==> src/rlebe_pkg.sv <==
// Shared types and constants for the run-length byte encoder.
`default_nettype none

package rlebe_pkg;

    // Default sizing of the encoder.
    localparam int MAX_LITERAL_DEF = 128;
    localparam int MIN_RUN_DEF     = 3;

    // Count byte written when a run hits its length cap.
    localparam int RUN_CAP_CNT = 127;

    // Marker bit of a literal block header.
    localparam logic [7:0] LIT_FLAG = 8'(1 << 7);

    // Width of the run length counter; it never exceeds RUN_CAP_CNT + MIN_RUN - 1.
    localparam int RUN_W = 8;

    // Output word packing.
    localparam int WORD_BYTES  = 8;
    localparam int PEND_BYTES  = WORD_BYTES - 1;
    localparam int PEND_CNT_W  = $clog2(WORD_BYTES);
    localparam int OUT_CNT_W   = 4;
    localparam int OUT_DATA_W  = 8 * WORD_BYTES;
    localparam int OUT_TDATA_W = 72;

    // Commands from the controller to the datapath.
    typedef struct packed {
        logic step;      // take one input transfer and update the state
        logic push_cnt;  // send the count byte of a run pair
        logic push_val;  // send the value byte of a run pair
        logic spill;     // move one held byte into the literal store
        logic hdr;       // send a literal block header, start reading
        logic lit;       // send one stored literal byte
        logic fin;       // send the closing word and clear the state
    } t_dp_cmd;

    // Status from the datapath to the controller.
    typedef struct packed {
        logic eos;
        logic in_run;
        logic run_match;
        logic run_cap;
        logic run_long;
        logic win_last;
        logic win_same;
        logic lit_any;
        logic lit_hit;
        logic spill_done;
        logic blk_last;
        logic flush_done;
    } t_dp_status;

    // Byte or closing word request from the datapath to the packer.
    typedef struct packed {
        logic       push;
        logic [7:0] data;
        logic       fin;
    } t_pack_req;

    // Space available in the packer.
    typedef struct packed {
        logic byte_ready;
        logic out_free;
    } t_pack_status;

endpackage

`default_nettype wire

==> src/rle_byte_encoder_core.sv <==
// Top level of the run-length byte encoder.
// Bytes arrive one per transfer on the slave stream; tlast marks the end of a
// stream, and the data of that transfer is ignored. Literal blocks go out as a
// header 0x80|(n-1) and n bytes, runs as the pair (count-MIN_RUN, byte), all
// packed into 8-byte words with the first byte in the lowest lane. A run pair
// is sent as two bytes, and a literal block of n bytes as n+1 bytes, read one
// by one through the single read port of the literal store. The end of stream
// sends any open run pair, moves held bytes into the store, then flushes it,
// then sends the closing word, which carries tlast and may hold zero bytes. No
// new byte is accepted while tokens of the previous one are being sent; the
// output register lets a finished word wait for the consumer while work goes
// on, and output back-pressure stalls byte sending only when both the word
// being built and the output register are full.
`default_nettype none

module rle_byte_encoder_core #(
    parameter int MAX_LITERAL = rlebe_pkg::MAX_LITERAL_DEF,
    parameter int MIN_RUN     = rlebe_pkg::MIN_RUN_DEF
) (
    input  wire                               i_clk,
    input  wire                               i_rst_n,
    input  wire                               s_axis_tvalid,
    output logic                              s_axis_tready,
    // Fields from bit 0 up: data_byte (8).
    input  wire  [7:0]                        s_axis_tdata,
    input  wire                               s_axis_tlast,
    output logic                              m_axis_tvalid,
    input  wire                               m_axis_tready,
    // Fields from bit 0 up: out_bytes (64), byte_count (4), zero fill (4).
    output logic [rlebe_pkg::OUT_TDATA_W-1:0] m_axis_tdata,
    output logic                              m_axis_tlast
);
    import rlebe_pkg::*;

    t_dp_cmd      dp_cmd;
    t_dp_status   dp_status;
    t_pack_req    pack_req;
    t_pack_status pack_status;

    // Sequencing.
    rlebe_ctrl u_ctrl (
        .i_clk      (i_clk),
        .i_rst_n    (i_rst_n),
        .i_s_tvalid (s_axis_tvalid),
        .o_s_tready (s_axis_tready),
        .i_dp       (dp_status),
        .i_pk       (pack_status),
        .o_cmd      (dp_cmd)
    );

    // Window, run and literal state.
    rlebe_dpath #(
        .MAX_LITERAL (MAX_LITERAL),
        .MIN_RUN     (MIN_RUN)
    ) u_dpath (
        .i_clk      (i_clk),
        .i_rst_n    (i_rst_n),
        .i_data     (s_axis_tdata),
        .i_eos      (s_axis_tlast),
        .i_cmd      (dp_cmd),
        .o_status   (dp_status),
        .o_pack_req (pack_req)
    );

    // Word packing and output register.
    rlebe_pack u_pack (
        .i_clk      (i_clk),
        .i_rst_n    (i_rst_n),
        .i_req      (pack_req),
        .o_status   (pack_status),
        .o_m_tvalid (m_axis_tvalid),
        .i_m_tready (m_axis_tready),
        .o_m_tdata  (m_axis_tdata),
        .o_m_tlast  (m_axis_tlast)
    );

endmodule

`default_nettype wire

==> src/rlebe_pack.sv <==
// Output packer: gathers token bytes into 8-byte words behind an output register.
`default_nettype none

module rlebe_pack (
    input  wire                               i_clk,
    input  wire                               i_rst_n,
    input  rlebe_pkg::t_pack_req              i_req,
    output rlebe_pkg::t_pack_status           o_status,
    output logic                              o_m_tvalid,
    input  wire                               i_m_tready,
    // Fields from bit 0 up: out_bytes (64), byte_count (4), zero fill (4).
    output logic [rlebe_pkg::OUT_TDATA_W-1:0] o_m_tdata,
    output logic                              o_m_tlast
);
    import rlebe_pkg::*;

    localparam int PEND_W = 8 * PEND_BYTES;

    logic [PEND_W-1:0]     r_pend;
    logic [PEND_CNT_W-1:0] r_pend_n;
    logic                  r_out_valid;
    logic [OUT_DATA_W-1:0] r_out_data;
    logic [OUT_CNT_W-1:0]  r_out_cnt;
    logic                  r_out_last;
    logic                  out_free;
    logic                  pend_full;

    // The output register frees up when its word is taken in this cycle.
    assign out_free  = !r_out_valid || i_m_tready;
    assign pend_full = (r_pend_n == PEND_CNT_W'(PEND_BYTES));

    assign o_status.out_free   = out_free;
    assign o_status.byte_ready = !pend_full || out_free;

    // Pending bytes and output valid.
    always_ff @(posedge i_clk) begin
        if (!i_rst_n) begin
            r_pend      <= '0;
            r_pend_n    <= '0;
            r_out_valid <= 1'b0;
        end else begin
            if ((i_req.push && pend_full) || i_req.fin) begin
                r_out_valid <= 1'b1;
            end else if (i_m_tready) begin
                r_out_valid <= 1'b0;
            end
            if (i_req.push && pend_full) begin
                r_pend      <= '0;
                r_pend_n    <= '0;
            end else if (i_req.push) begin
                r_pend_n <= r_pend_n + 1'b1;
                for (int k = 0; k < PEND_BYTES; k++) begin
                    if (r_pend_n == PEND_CNT_W'(k)) begin
                        r_pend[8*k +: 8] <= i_req.data;
                    end
                end
            end else if (i_req.fin) begin
                r_pend      <= '0;
                r_pend_n    <= '0;
            end
        end
    end

    // Output word payload.
    always_ff @(posedge i_clk) begin
        if (i_req.push && pend_full) begin
            r_out_data <= {i_req.data, r_pend};
            r_out_cnt  <= OUT_CNT_W'(WORD_BYTES);
            r_out_last <= 1'b0;
        end else if (i_req.fin) begin
            r_out_data <= {8'h00, r_pend};
            r_out_cnt  <= OUT_CNT_W'(r_pend_n);
            r_out_last <= 1'b1;
        end
    end

    assign o_m_tvalid = r_out_valid;
    assign o_m_tlast  = r_out_last;
    assign o_m_tdata  = {(OUT_TDATA_W - OUT_DATA_W - OUT_CNT_W)'(0), r_out_cnt, r_out_data};

`ifndef SYNTH
    // A byte is only pushed when the packer has room for it.
    a_push_room : assert property (@(posedge i_clk) disable iff (!i_rst_n)
        i_req.push |-> o_status.byte_ready)
        else $error("byte pushed while packer is full");

    // The closing word is only sent when the output register is free.
    a_fin_room : assert property (@(posedge i_clk) disable iff (!i_rst_n)
        i_req.fin |-> o_status.out_free)
        else $error("closing word sent while output register is busy");

    // Every word except the closing one is full.
    a_full_word : assert property (@(posedge i_clk) disable iff (!i_rst_n)
        (r_out_valid && !r_out_last) |-> (r_out_cnt == OUT_CNT_W'(WORD_BYTES)))
        else $error("inner word is not full");
`endif

endmodule

`default_nettype wire

==> src/rlebe_dpath.sv <==
// Encoder datapath: byte window, run tracking and the literal store.
`default_nettype none

module rlebe_dpath #(
    parameter int MAX_LITERAL = rlebe_pkg::MAX_LITERAL_DEF,
    parameter int MIN_RUN     = rlebe_pkg::MIN_RUN_DEF
) (
    input  wire                     i_clk,
    input  wire                     i_rst_n,
    input  wire  [7:0]              i_data,
    input  wire                     i_eos,
    input  rlebe_pkg::t_dp_cmd      i_cmd,
    output rlebe_pkg::t_dp_status   o_status,
    output rlebe_pkg::t_pack_req    o_pack_req
);
    import rlebe_pkg::*;

    localparam int WIN       = MIN_RUN - 1;
    localparam int FW        = $clog2(MIN_RUN);
    localparam int LIT_DEPTH = MAX_LITERAL + MIN_RUN - 1;
    localparam int AW        = $clog2(LIT_DEPTH);
    localparam int LW        = $clog2(LIT_DEPTH + 1);
    localparam int RUN_TOP   = RUN_CAP_CNT + MIN_RUN;

    logic [7:0]       r_win [WIN];
    logic [FW-1:0]    r_fill;
    logic [7:0]       r_mem [LIT_DEPTH];
    logic [LW-1:0]    r_lit_len;
    logic [LW-1:0]    r_pos;
    logic [LW-1:0]    r_blk_left;
    logic             r_in_run;
    logic [7:0]       r_run_val;
    logic [RUN_W-1:0] r_run_len;
    logic [7:0]       r_pair_cnt;
    logic [7:0]       r_pair_val;
    logic [7:0]       r_rd_data;

    logic [7:0]       win_up   [WIN];
    logic [7:0]       win_down [WIN];
    logic             run_match;
    logic             run_long;
    logic             run_cap;
    logic             win_last;
    logic             win_same;
    logic             spill_done;
    logic             blk_last;
    logic             flush_done;
    logic             lead_none;
    logic [LW-1:0]    rem;
    logic [LW-1:0]    blk;
    logic [7:0]       hdr_byte;
    logic             wr_en;
    logic [7:0]       wr_data;
    logic             rd_en;

    // Window shifted by one: toward the new byte, or emptied from the top.
    for (genvar g = 0; g < WIN; g++) begin : g_shift
        if (g < WIN - 1) begin : g_mid
            assign win_up[g]   = r_win[g+1];
            assign win_down[g] = r_win[g+1];
        end else begin : g_top
            assign win_up[g]   = i_data;
            assign win_down[g] = r_win[g];
        end
    end

    // Decisions on the incoming byte and the held state.
    assign run_match  = (i_data == r_run_val);
    assign run_long   = (r_run_len >= RUN_W'(MIN_RUN));
    assign run_cap    = (r_run_len >= RUN_W'(RUN_TOP - 1));
    assign win_last   = (r_fill == FW'(WIN));
    assign spill_done = r_in_run ? (r_run_len == '0) : (r_fill == '0);
    assign blk_last   = (r_blk_left == LW'(1));
    assign flush_done = (r_pos == r_lit_len);
    // A broken run leaves no copies behind when its pair went out or it was empty.
    assign lead_none  = run_long || (r_run_len == '0);

    always_comb begin
        win_same = 1'b1;
        for (int i = 0; i < WIN; i++) begin
            if (r_win[i] != i_data) begin
                win_same = 1'b0;
            end
        end
    end

    // Size of the next literal block and its header byte.
    assign rem      = r_lit_len - r_pos;
    assign blk      = (rem > LW'(MAX_LITERAL)) ? LW'(MAX_LITERAL) : rem;
    assign hdr_byte = LIT_FLAG | {1'b0, 7'(blk - LW'(1))};

    assign o_status.eos        = i_eos;
    assign o_status.in_run     = r_in_run;
    assign o_status.run_match  = run_match;
    assign o_status.run_cap    = run_cap;
    assign o_status.run_long   = run_long;
    assign o_status.win_last   = win_last;
    assign o_status.win_same   = win_same;
    assign o_status.lit_any    = (r_lit_len != '0);
    assign o_status.lit_hit    = (r_lit_len == LW'(MAX_LITERAL - 1));
    assign o_status.spill_done = spill_done;
    assign o_status.blk_last   = blk_last;
    assign o_status.flush_done = flush_done;

    // Literal store write: the oldest window byte, a run byte, or the new byte.
    always_comb begin
        wr_en   = 1'b0;
        wr_data = r_win[0];
        if (i_cmd.step && !i_eos) begin
            if (r_in_run) begin
                if (!run_match) begin
                    wr_en   = 1'b1;
                    wr_data = lead_none ? i_data : r_run_val;
                end
            end else if (win_last && !win_same) begin
                wr_en   = 1'b1;
                wr_data = r_win[0];
            end
        end else if (i_cmd.spill && !spill_done) begin
            wr_en   = 1'b1;
            wr_data = r_in_run ? r_run_val : r_win[0];
        end
    end

    // Reads run one byte ahead of the byte being sent.
    assign rd_en = i_cmd.hdr || (i_cmd.lit && !blk_last);

    // Literal store.
    always_ff @(posedge i_clk) begin
        if (wr_en) begin
            r_mem[r_lit_len[AW-1:0]] <= wr_data;
        end
        if (rd_en) begin
            r_rd_data <= r_mem[r_pos[AW-1:0]];
        end
    end

    // Counters and run flags.
    always_ff @(posedge i_clk) begin
        if (!i_rst_n) begin
            r_fill     <= '0;
            r_lit_len  <= '0;
            r_pos      <= '0;
            r_blk_left <= '0;
            r_in_run   <= 1'b0;
            r_run_val  <= '0;
            r_run_len  <= '0;
        end else begin
            if (wr_en) begin
                r_lit_len <= r_lit_len + 1'b1;
            end
            if (i_cmd.step) begin
                if (i_eos) begin
                    if (r_in_run && run_long) begin
                        r_run_len <= '0;
                    end
                end else if (r_in_run) begin
                    if (run_match) begin
                        r_run_len <= run_cap ? '0 : r_run_len + 1'b1;
                    end else begin
                        r_in_run  <= 1'b0;
                        r_run_len <= '0;
                        r_fill    <= lead_none ? '0 : FW'(r_run_len);
                    end
                end else if (win_last) begin
                    if (win_same) begin
                        r_in_run  <= 1'b1;
                        r_run_val <= i_data;
                        r_run_len <= RUN_W'(MIN_RUN);
                        r_fill    <= '0;
                    end
                end else begin
                    r_fill <= r_fill + 1'b1;
                end
            end else if (i_cmd.spill && !spill_done) begin
                if (r_in_run) begin
                    r_run_len <= r_run_len - 1'b1;
                end else begin
                    r_fill <= r_fill - 1'b1;
                end
            end else if (i_cmd.hdr) begin
                r_blk_left <= blk;
                r_pos      <= r_pos + 1'b1;
            end else if (i_cmd.lit) begin
                if (!blk_last) begin
                    r_blk_left <= r_blk_left - 1'b1;
                    r_pos      <= r_pos + 1'b1;
                end else if (flush_done) begin
                    r_pos     <= '0;
                    r_lit_len <= '0;
                end
            end else if (i_cmd.fin) begin
                r_fill    <= '0;
                r_lit_len <= '0;
                r_pos     <= '0;
                r_in_run  <= 1'b0;
                r_run_val <= '0;
                r_run_len <= '0;
            end
        end
    end

    // Window contents and the pending run pair.
    always_ff @(posedge i_clk) begin
        if (i_cmd.step) begin
            r_pair_val <= r_run_val;
            r_pair_cnt <= (r_in_run && run_match && !i_eos) ? 8'(RUN_CAP_CNT)
                                                             : 8'(r_run_len - RUN_W'(MIN_RUN));
            if (!i_eos) begin
                if (r_in_run) begin
                    if (!run_match) begin
                        // Leftover run copies followed by the new byte.
                        for (int i = 0; i < WIN; i++) begin
                            r_win[i] <= (r_run_len == RUN_W'(i + 1)) ? i_data : r_run_val;
                        end
                    end
                end else if (win_last) begin
                    if (!win_same) begin
                        for (int i = 0; i < WIN; i++) begin
                            r_win[i] <= win_up[i];
                        end
                    end
                end else begin
                    for (int i = 0; i < WIN; i++) begin
                        if (r_fill == FW'(i)) begin
                            r_win[i] <= i_data;
                        end
                    end
                end
            end
        end else if (i_cmd.spill && !spill_done && !r_in_run) begin
            for (int i = 0; i < WIN; i++) begin
                r_win[i] <= win_down[i];
            end
        end
    end

    // Byte sent to the packer.
    always_comb begin
        o_pack_req.push = i_cmd.push_cnt || i_cmd.push_val || i_cmd.hdr || i_cmd.lit;
        o_pack_req.fin  = i_cmd.fin;
        if (i_cmd.push_cnt) begin
            o_pack_req.data = r_pair_cnt;
        end else if (i_cmd.push_val) begin
            o_pack_req.data = r_pair_val;
        end else if (i_cmd.hdr) begin
            o_pack_req.data = hdr_byte;
        end else begin
            o_pack_req.data = r_rd_data;
        end
    end

`ifndef SYNTH
    // The literal store never overflows.
    a_lit_bound : assert property (@(posedge i_clk) disable iff (!i_rst_n)
        r_lit_len <= LW'(LIT_DEPTH - 1))
        else $error("literal store overflow");

    // An open run holds no bytes in the window.
    a_run_win : assert property (@(posedge i_clk) disable iff (!i_rst_n)
        r_in_run |-> (r_fill == '0))
        else $error("window not empty while a run is open");

    // The run counter wraps before reaching the cap.
    a_run_cap : assert property (@(posedge i_clk) disable iff (!i_rst_n)
        r_run_len < RUN_W'(RUN_TOP))
        else $error("run length beyond cap");
`endif

endmodule

`default_nettype wire

==> src/rlebe_ctrl.sv <==
// Encoder controller: sequences pair tokens, literal flushes and the stream end.
`default_nettype none

module rlebe_ctrl (
    input  wire                       i_clk,
    input  wire                       i_rst_n,
    input  wire                       i_s_tvalid,
    output logic                      o_s_tready,
    input  rlebe_pkg::t_dp_status     i_dp,
    input  rlebe_pkg::t_pack_status   i_pk,
    output rlebe_pkg::t_dp_cmd        o_cmd
);
    import rlebe_pkg::*;

    typedef enum logic [2:0] {
        S_IDLE,
        S_PAIR_CNT,
        S_PAIR_VAL,
        S_SPILL,
        S_HDR,
        S_LIT,
        S_FINAL
    } t_state;

    t_state r_state;
    t_state n_state;
    logic   r_in_ready;
    logic   r_eos;

    // Next state and datapath commands.
    always_comb begin
        n_state = r_state;
        o_cmd   = '0;
        unique case (r_state)
            S_IDLE: begin
                if (r_in_ready && i_s_tvalid) begin
                    o_cmd.step = 1'b1;
                    if (i_dp.eos) begin
                        n_state = (i_dp.in_run && i_dp.run_long) ? S_PAIR_CNT : S_SPILL;
                    end else if (i_dp.in_run) begin
                        if (i_dp.run_match ? i_dp.run_cap : i_dp.run_long) begin
                            n_state = S_PAIR_CNT;
                        end
                    end else if (i_dp.win_last &&
                                 (i_dp.win_same ? i_dp.lit_any : i_dp.lit_hit)) begin
                        n_state = S_HDR;
                    end
                end
            end
            S_PAIR_CNT: begin
                if (i_pk.byte_ready) begin
                    o_cmd.push_cnt = 1'b1;
                    n_state        = S_PAIR_VAL;
                end
            end
            S_PAIR_VAL: begin
                if (i_pk.byte_ready) begin
                    o_cmd.push_val = 1'b1;
                    n_state        = r_eos ? S_SPILL : S_IDLE;
                end
            end
            S_SPILL: begin
                // One held byte moves to the literal store per cycle.
                if (i_dp.spill_done) begin
                    n_state = i_dp.lit_any ? S_HDR : S_FINAL;
                end else begin
                    o_cmd.spill = 1'b1;
                end
            end
            S_HDR: begin
                if (i_pk.byte_ready) begin
                    o_cmd.hdr = 1'b1;
                    n_state   = S_LIT;
                end
            end
            S_LIT: begin
                if (i_pk.byte_ready) begin
                    o_cmd.lit = 1'b1;
                    if (i_dp.blk_last) begin
                        if (!i_dp.flush_done) begin
                            n_state = S_HDR;
                        end else begin
                            n_state = r_eos ? S_FINAL : S_IDLE;
                        end
                    end
                end
            end
            S_FINAL: begin
                if (i_pk.out_free) begin
                    o_cmd.fin = 1'b1;
                    n_state   = S_IDLE;
                end
            end
            default: begin
                n_state = S_IDLE;
            end
        endcase
    end

    // State, input ready and the stream end flag.
    always_ff @(posedge i_clk) begin
        if (!i_rst_n) begin
            r_state    <= S_IDLE;
            r_in_ready <= 1'b1;
            r_eos      <= 1'b0;
        end else begin
            r_state    <= n_state;
            r_in_ready <= (n_state == S_IDLE);
            if (o_cmd.step) begin
                r_eos <= i_dp.eos;
            end
        end
    end

    assign o_s_tready = r_in_ready;

endmodule

`default_nettype wire
==> config.mk <==
export PLATFORM = sky130hd
export DESIGN_NAME = rle_byte_encoder_core
export DESIGN_NICKNAME = d
export VERILOG_FILES = /design/src/rlebe_pkg.sv /design/src/rle_byte_encoder_core.sv /design/src/rlebe_pack.sv /design/src/rlebe_dpath.sv /design/src/rlebe_ctrl.sv
export SDC_FILE = /design/constraint.sdc
export NUM_CORES = 1
export LEC_CHECK = 0
export ABC_AREA = 1
export BUFFER_PORTS_ARGS = -buffer_cell sky130_fd_sc_hd__buf_2
export CORE_ASPECT_RATIO = 1.75
export CORE_MARGIN = 2
export CORE_UTILIZATION = 50
export CTS_CLUSTER_DIAMETER = 30
export DETAILED_ROUTE_END_ITERATION = 10
export PLACE_DENSITY_LB_ADDON = 0.08
export REMOVE_ABC_BUFFERS = 1
export SETUP_SLACK_MARGIN = 0.4
export SLEW_MARGIN = 25
export SYNTH_ARGS = -nofsm -noshare
export SYNTH_HDL_FRONTEND = slang
export SYNTH_SLANG_ARGS = --single-unit
==> constraint.sdc <==
create_clock -name i_clk -period 5.8 [get_ports i_clk]
set_input_delay 0.58 -clock i_clk [delete_from_list [all_inputs] [get_ports i_clk]]
set_output_delay 0.58 -clock i_clk [all_outputs]
set_load 0.01 [all_outputs]
### After elaboration in Yosys (flattened, before gate mapping)

Memories as Yosys holds them, arrays and structs flattened. A register that Yosys moved wholly into a read port is not among the register bits.
Cells that the tools add are included.
Widths: inputs -> output; s select.

* reductions and logical operators: 53
* shift-type cells: 0
* multipliers: 0
* divide/modulo/power cells: 0
* order comparisons: 3
* bitwise gates (word level): 9
* equal/unequal tests: 48
* multiplexer cells: 155
* add/sub/neg operators: 11

Operators with widths (count)
* $mux 8: 59
* $mux 64: 2
* $mux 56: 2
* $mux 1: 60
* $mux 3: 16
* $mux 2: 15
* $add 8x1->8 const B: 3
* $ne 2x2->1 const B: 11
* $eq 3x3->1 const B: 7
* $pmux 3 s7: 1
* $eq 8x1->1 const B: 2
* $eq 8x8->1: 2
* $ne 8x8->1: 2
* $sub 8x1->8 const B: 2
* $reduce_and 2->1: 7
* $reduce_and 7->1: 2
* $eq 3x2->1 const B: 4
* $ne 4x4->1 const B: 3
* $logic_and 1x1->1: 11
* $reduce_bool 2->1: 5
* $logic_not 3->1: 3
* $ne 3x2->1 const B: 3
* $eq 8x2->1 const B: 1
* $eq 8x7->1 const B: 1
* other kinds (28): 55

* memories kept: 2
* logic and storage cells: 305
* input port bits: 13
* bits in latches: 0
* bits in registers: 193
* bits in read-only memories: 0
* RAM bits: 1056
* output and inout port bits: 75

Memories
* u_dpath.r_mem: words 130, bits a word 8, read ports 1, clocked after memory_dff 1, write ports 1, RTL line rlebe_dpath.sv:27 `logic [7:0] r_mem [LIT_DEPTH];`
* u_dpath.r_win: words 2, bits a word 8, read ports 2, clocked after memory_dff 0, write ports 2, RTL line rlebe_dpath.sv:25 `logic [7:0] r_win [WIN];`

### Longest topological paths before layout

An unclocked memory read counts as a cell.

* depth in word-level cells: 16
* gate-level depth with buffers: 27
* depth with buffers taken out: 27

### Modules after synthesis

From an unflattened synthesis, not the netlist that was laid out.

* cells, all modules: 4606
* area, all modules: 52788.1 um^2

By module, submodules not included
* rlebe_dpath: instances 1, area an instance 47583.1 um^2, cells each 4106, seq. area each 33291.9 um^2
* rlebe_pack: instances 1, area an instance 4688.2 um^2, cells each 402, seq. area each 3223.1 um^2
* rlebe_ctrl: instances 1, area an instance 516.7 um^2, cells each 98, seq. area each 100.1 um^2

### Worst setup path before layout

No wires, ideal clock.

* kind: in2reg
* start point: input port s_axis_tdata[3]
* end point: memory u_dpath.r_mem[0][5] (data pin)
* cell stages on the path: 11
* buffers on the path: 2
* required time: 4.870 ns
* data arrival time: 5.298 ns
* setup time: 0.930 ns
* slack: -0.427 ns
* path through: buf_2 > inv_1 > nand2_1 > nand4_1 > nor2_1 > nand2_1 > nand2_2 > clkbuf_1 > a21oi_1 > o21ai_1 > a22oi_1

* word-level cells in the longest chain between the ends: 4

Ends and longest elaborated chain
* from (decl): RTL line rle_byte_encoder_core.sv:25 `input wire [7:0] s_axis_tdata,`
* $eq 8x8->1: RTL line rlebe_dpath.sv:68 `assign run_match = (i_data == r_run_val);`
* $mux 8: RTL line rlebe_dpath.sv:111 `if (!run_match) begin`
* $mux 8: RTL line rlebe_dpath.sv:110 `if (r_in_run) begin`
* $mux 8: RTL line rlebe_dpath.sv:109 `if (i_cmd.step && !i_eos) begin`
* named net u_dpath.wr_data[5]: RTL line rlebe_dpath.sv:53 `logic [7:0] wr_data;`
* to (decl): RTL line rlebe_dpath.sv:27

The timed path passes the listed nets, and every way through them passes these cells.

==> impl_metrics.json <==
{
  "outcome": "finished, final reports clean",
  "gp_congestion": 0.917,
  "clkLatencyLatePin_ns": 0.80,
  "synth_enable_flop_cells": 1144,
  "drive_above_1_share_pct": 11.7,
  "placedCellCount": 5621,
  "cellLeakagePower_nw": 20.3,
  "syn_area_um2": 52100,
  "vias_per_cell": 5.90,
  "placed_cell_area_um2": 53700,
  "dieArea_um2": 107000,
  "report.final.setup_viol": 0,
  "grt_max_degree": 168,
  "overall_die_height_um": 431,
  "root_buffer": "sky130_fd_sc_hd__clkbuf_16",
  "cts_made_buffers": 161,
  "drv_cap": 0,
  "share_comb_of_total_power_pct": 9.1,
  "fraction_of_the_yosys_area_taken_by_sequential_cells_pct": 70.3,
  "synth.yosys.warnings": 0,
  "seq_power_share_pct": 46.5,
  "post-cts-setup-buffers": 0,
  "final_area_um2": 59300,
  "achievable-frequency_mhz": 252,
  "p_total_mw": 22.9,
  "wl_um": 149000,
  "grt_pass1_vias": 34100,
  "net-switching-power_mw": 5.89,
  "minimum_setup_slack_after_placement_ns": 1.66,
  "required_time_reported_for_the_critical_path_endpoint_ns": 6.32,
  "fill_cells": 8510,
  "ys.flop_type": "sky130_fd_sc_hd__edfxtp_1",
  "core.rowCount": 156,
  "power_report.internal_total_mw": 17.0,
  "post_synth_main_area_contributors": "sky130_fd_sc_hd__edfxtp_1 (66%), sky130_fd_sc_hd__o21ai_0 (5.7%), sky130_fd_sc_hd__nor2_1 (5.3%)",
  "timing.critical_path.to_type": "flip-flop",
  "arrival_ns": 4.49,
  "antenna_violating_nets_post_route": 0,
  "final_nets": 4487,
  "criticalPathCategory": "reg -> reg",
  "area_delta_synth_final_pct": 13.7,
  "post_synth_num_cell_types": 61,
  "max_slew.worst_pin.slew_ns": 1.13,
  "final_cell_count_without_fillers": 5922,
  "antenna_cells_inserted": 0,
  "swShare_pct": 25.7,
  "timing.final.crit_share_pct": 68.5,
  "dpl.hpwl_um": 95000,
  "startpoint_type": "flip-flop",
  "worst_path_maximum_fanout": 136,
  "hold-worst-slack_ns": 0.130,
  "synthesis.area_per_instance_um2": 11.8,
  "synthDominantAreaCellType": "sky130_fd_sc_hd__edfxtp_1",
  "routed_wire_length_per_instance_um": 25.2,
  "detailedRoute.firstIterationViolations": 3002,
  "period_needed_ns": 3.97,
  "area.sequential_um2": 36600,
  "slew_viol_final": 0,
  "irDropWorstVdd_mv": 0.324,
  "synthesis.instances": 4408,
  "clk_pin_slew_ns": 0.06,
  "slew-limit-headroom_pct": 24.4,
  "antenna_found_initial": 0,
  "final_core_utilization_pct": 57.4,
  "min_path_type": "in -> reg",
  "initial_cell_density_of_the_core_pct": 50.5,
  "rsz0062_at_grt": "no",
  "post-route-drc-count": 0,
  "grt_overflow": 0,
  "cts.repair.resized": 0,
  "yosysTopAreaCellShare_pct": 65.9,
  "die_x_um": 248,
  "ctsHtreeMaxLevel": 4,
  "finalSetupTns_ns": 0,
  "fraction_of_registers_with_async_set_or_reset_after_synthesis_pct": 0,
  "clock_skew_after_layout_ns": 0.0429,
  "final.setup.worst_slack_ns": 1.83,
  "synth.ff_latch_count": 1257,
  "cts_hold_repair.buffers": 0,
  "dr_total_vias": 34900,
  "floorplan.core_area_um2": 103000,
  "setup.reg_to_reg.worst_slack_ns": 1.83,
  "clock_network_power_share_pct": 44.3,
  "power.density_cell_area_nw_per_um2": 386,
  "final-hold-violation-count": 0,
  "ioPinCount": 88,
  "cts.sinks": 1257,
  "track_usage_pct": 28.0,
  "tritoncts": "done",
  "multiInputGateArea_um2": 13500,
  "drt_pass1_iterations": 6,
  "clock_path_buffers": 3,
  "grt_pass1_wl_um": 219000,
  "portBuffers": 83
}
-- synth_stat cells (14+ instances only) --
library cell / n
sky130_fd_sc_hd__nor2_1: 731
sky130_fd_sc_hd__buf_2: 75
sky130_fd_sc_hd__o22ai_1: 163
sky130_fd_sc_hd__inv_2: 25
sky130_fd_sc_hd__ha_1: 32
sky130_fd_sc_hd__a21oi_1: 161
sky130_fd_sc_hd__o21ai_1: 23
sky130_fd_sc_hd__buf_4: 15
sky130_fd_sc_hd__nor3_1: 14
sky130_fd_sc_hd__nand3_1: 162
sky130_fd_sc_hd__nand2_2: 26
sky130_fd_sc_hd__o221ai_1: 102
sky130_fd_sc_hd__o211ai_1: 42
sky130_fd_sc_hd__inv_1: 181
sky130_fd_sc_hd__nand2_1: 457
sky130_fd_sc_hd__xor2_1: 21
sky130_fd_sc_hd__edfxtp_1: 1144
sky130_fd_sc_hd__dfxtp_1: 113
sky130_fd_sc_hd__nand4_1: 33
sky130_fd_sc_hd__o21ai_0: 595
sky130_fd_sc_hd__clkbuf_1: 163
-- cell usage in the layout (no fill, tap or decap), types with 9 or more instances in the layout --
cell type / n
sky130_fd_sc_hd__edfxtp_1: 1144
sky130_fd_sc_hd__nor2_1: 730
sky130_fd_sc_hd__o21ai_0: 595
sky130_fd_sc_hd__nand2_1: 456
sky130_fd_sc_hd__inv_1: 180
sky130_fd_sc_hd__clkbuf_16: 166
sky130_fd_sc_hd__o22ai_1: 163
sky130_fd_sc_hd__nand3_1: 162
sky130_fd_sc_hd__a21oi_1: 161
sky130_fd_sc_hd__dfxtp_1: 110
sky130_fd_sc_hd__o221ai_1: 102
sky130_fd_sc_hd__buf_2: 83
sky130_fd_sc_hd__o211ai_1: 42
sky130_fd_sc_hd__nand4_1: 33
sky130_fd_sc_hd__ha_1: 32
sky130_fd_sc_hd__buf_4: 31
sky130_fd_sc_hd__inv_6: 30
sky130_fd_sc_hd__nand2_2: 27
sky130_fd_sc_hd__inv_2: 24
sky130_fd_sc_hd__o21ai_1: 23
sky130_fd_sc_hd__xor2_1: 21
sky130_fd_sc_hd__buf_12: 20
sky130_fd_sc_hd__clkinv_2: 19
sky130_fd_sc_hd__clkinv_4: 16
sky130_fd_sc_hd__clkinv_1: 15
sky130_fd_sc_hd__nor3_1: 14
sky130_fd_sc_hd__inv_8: 13
sky130_fd_sc_hd__xnor2_1: 13
sky130_fd_sc_hd__clkbuf_1: 13
sky130_fd_sc_hd__bufinv_16: 13
sky130_fd_sc_hd__nor2_4: 12
sky130_fd_sc_hd__clkinv_8: 12
sky130_fd_sc_hd__nor2_2: 9
sky130_fd_sc_hd__clkinvlp_4: 9
-- path summary, 6_finish.rpt --
kind / from / endpoint / cells after the start
min: s_axis_tdata[5] / u_dpath.r_run_val[5] / 3
max: u_dpath.r_pos[0] / u_dpath.r_rd_data[5] / 10
max reg2reg: u_dpath.r_pos[0] / u_dpath.r_rd_data[5] / 10
min reg2reg: u_pack.r_pend[11] / u_pack.r_out_data[11] / 0
-- state kept, by name, summed over array words and instances (netlist names), 8 cells and up --
signal	count
u_pack.r_out_data	64
u_dpath.r_win	16
u_dpath.r_mem	1040
u_dpath.r_lit_len	8
u_dpath.r_pos	8
u_dpath.r_run_len	8
u_dpath.r_pair_cnt	8
u_dpath.r_blk_left	8
u_pack.r_pend	56
u_dpath.r_run_val	8
u_dpath.r_rd_data	8
u_dpath.r_pair_val	8
-- power by group through the flow --
stage | clock [mW] | sequential (mW) | combinational [mW]
6_report | 10.1 | 10.6 | 2.09
5_1_grt | 10.6 | 10.6 | 2.28
4_1_cts | 10.2 | 10.6 | 2.10
3_5_place_dp | 0 | 10.8 | 2.10
3_3_place_gp | 0 | 10.8 | 2.08
2_1_floorplan | 0 | 10.9 | 1.14
-- kinds of logic after synthesis --
kind of cell	Yosys count	synth area share, %
adder cells (fa/ha/maj)	33	0.807
XOR/XNOR	34	0.571
buffers and inverters	481	3.91
flip-flops	1257	70.3
AO/OA/AOI/OAI	1125	12.4
AND/OR/NAND/NOR	1477	12.0
other	1	0.00720
-- per-layer routing --
| metal | vias to the layer above | GRT usage (%) | wire (um) |
|---|---|---|---|
| li1 | 16100 | - | - |
| met1 | 17200 | 32.4 | 54800 |
| met2 | 1303 | 49.9 | 78600 |
| met3 | 352 | 4.52 | 8080 |
| met4 | 0 | 13.7 | 7740 |
| met5 | - | 0 | 0 |
-- worst max-delay path: stages, from the launching register on --
cell and delay, ns:
sky130_fd_sc_hd__dfxtp_4 0.78, sky130_fd_sc_hd__inv_8 0.35, sky130_fd_sc_hd__buf_12 0.47, sky130_fd_sc_hd__o21ai_0 0.26
sky130_fd_sc_hd__o22ai_1 0.09, sky130_fd_sc_hd__o211ai_1 0.50, sky130_fd_sc_hd__nand3_1 0.33, sky130_fd_sc_hd__nand3_1 0.23
sky130_fd_sc_hd__nand3_1 0.13, sky130_fd_sc_hd__nand3_1 0.11, sky130_fd_sc_hd__o21ai_0 0.10
-- final cells by class --
type / count / share of cell area, %
flip-flops and latches: 1257 / 61.8
multi-input cells: 2673 / 22.8
clock buffers: 181 / 7.14
well taps: 1343 / 2.84
clock inverters: 120 / 2.24
repair buffers: 135 / 1.79
inverters: 213 / 1.38
Note: power is estimated with default switching activity, not from simulation.
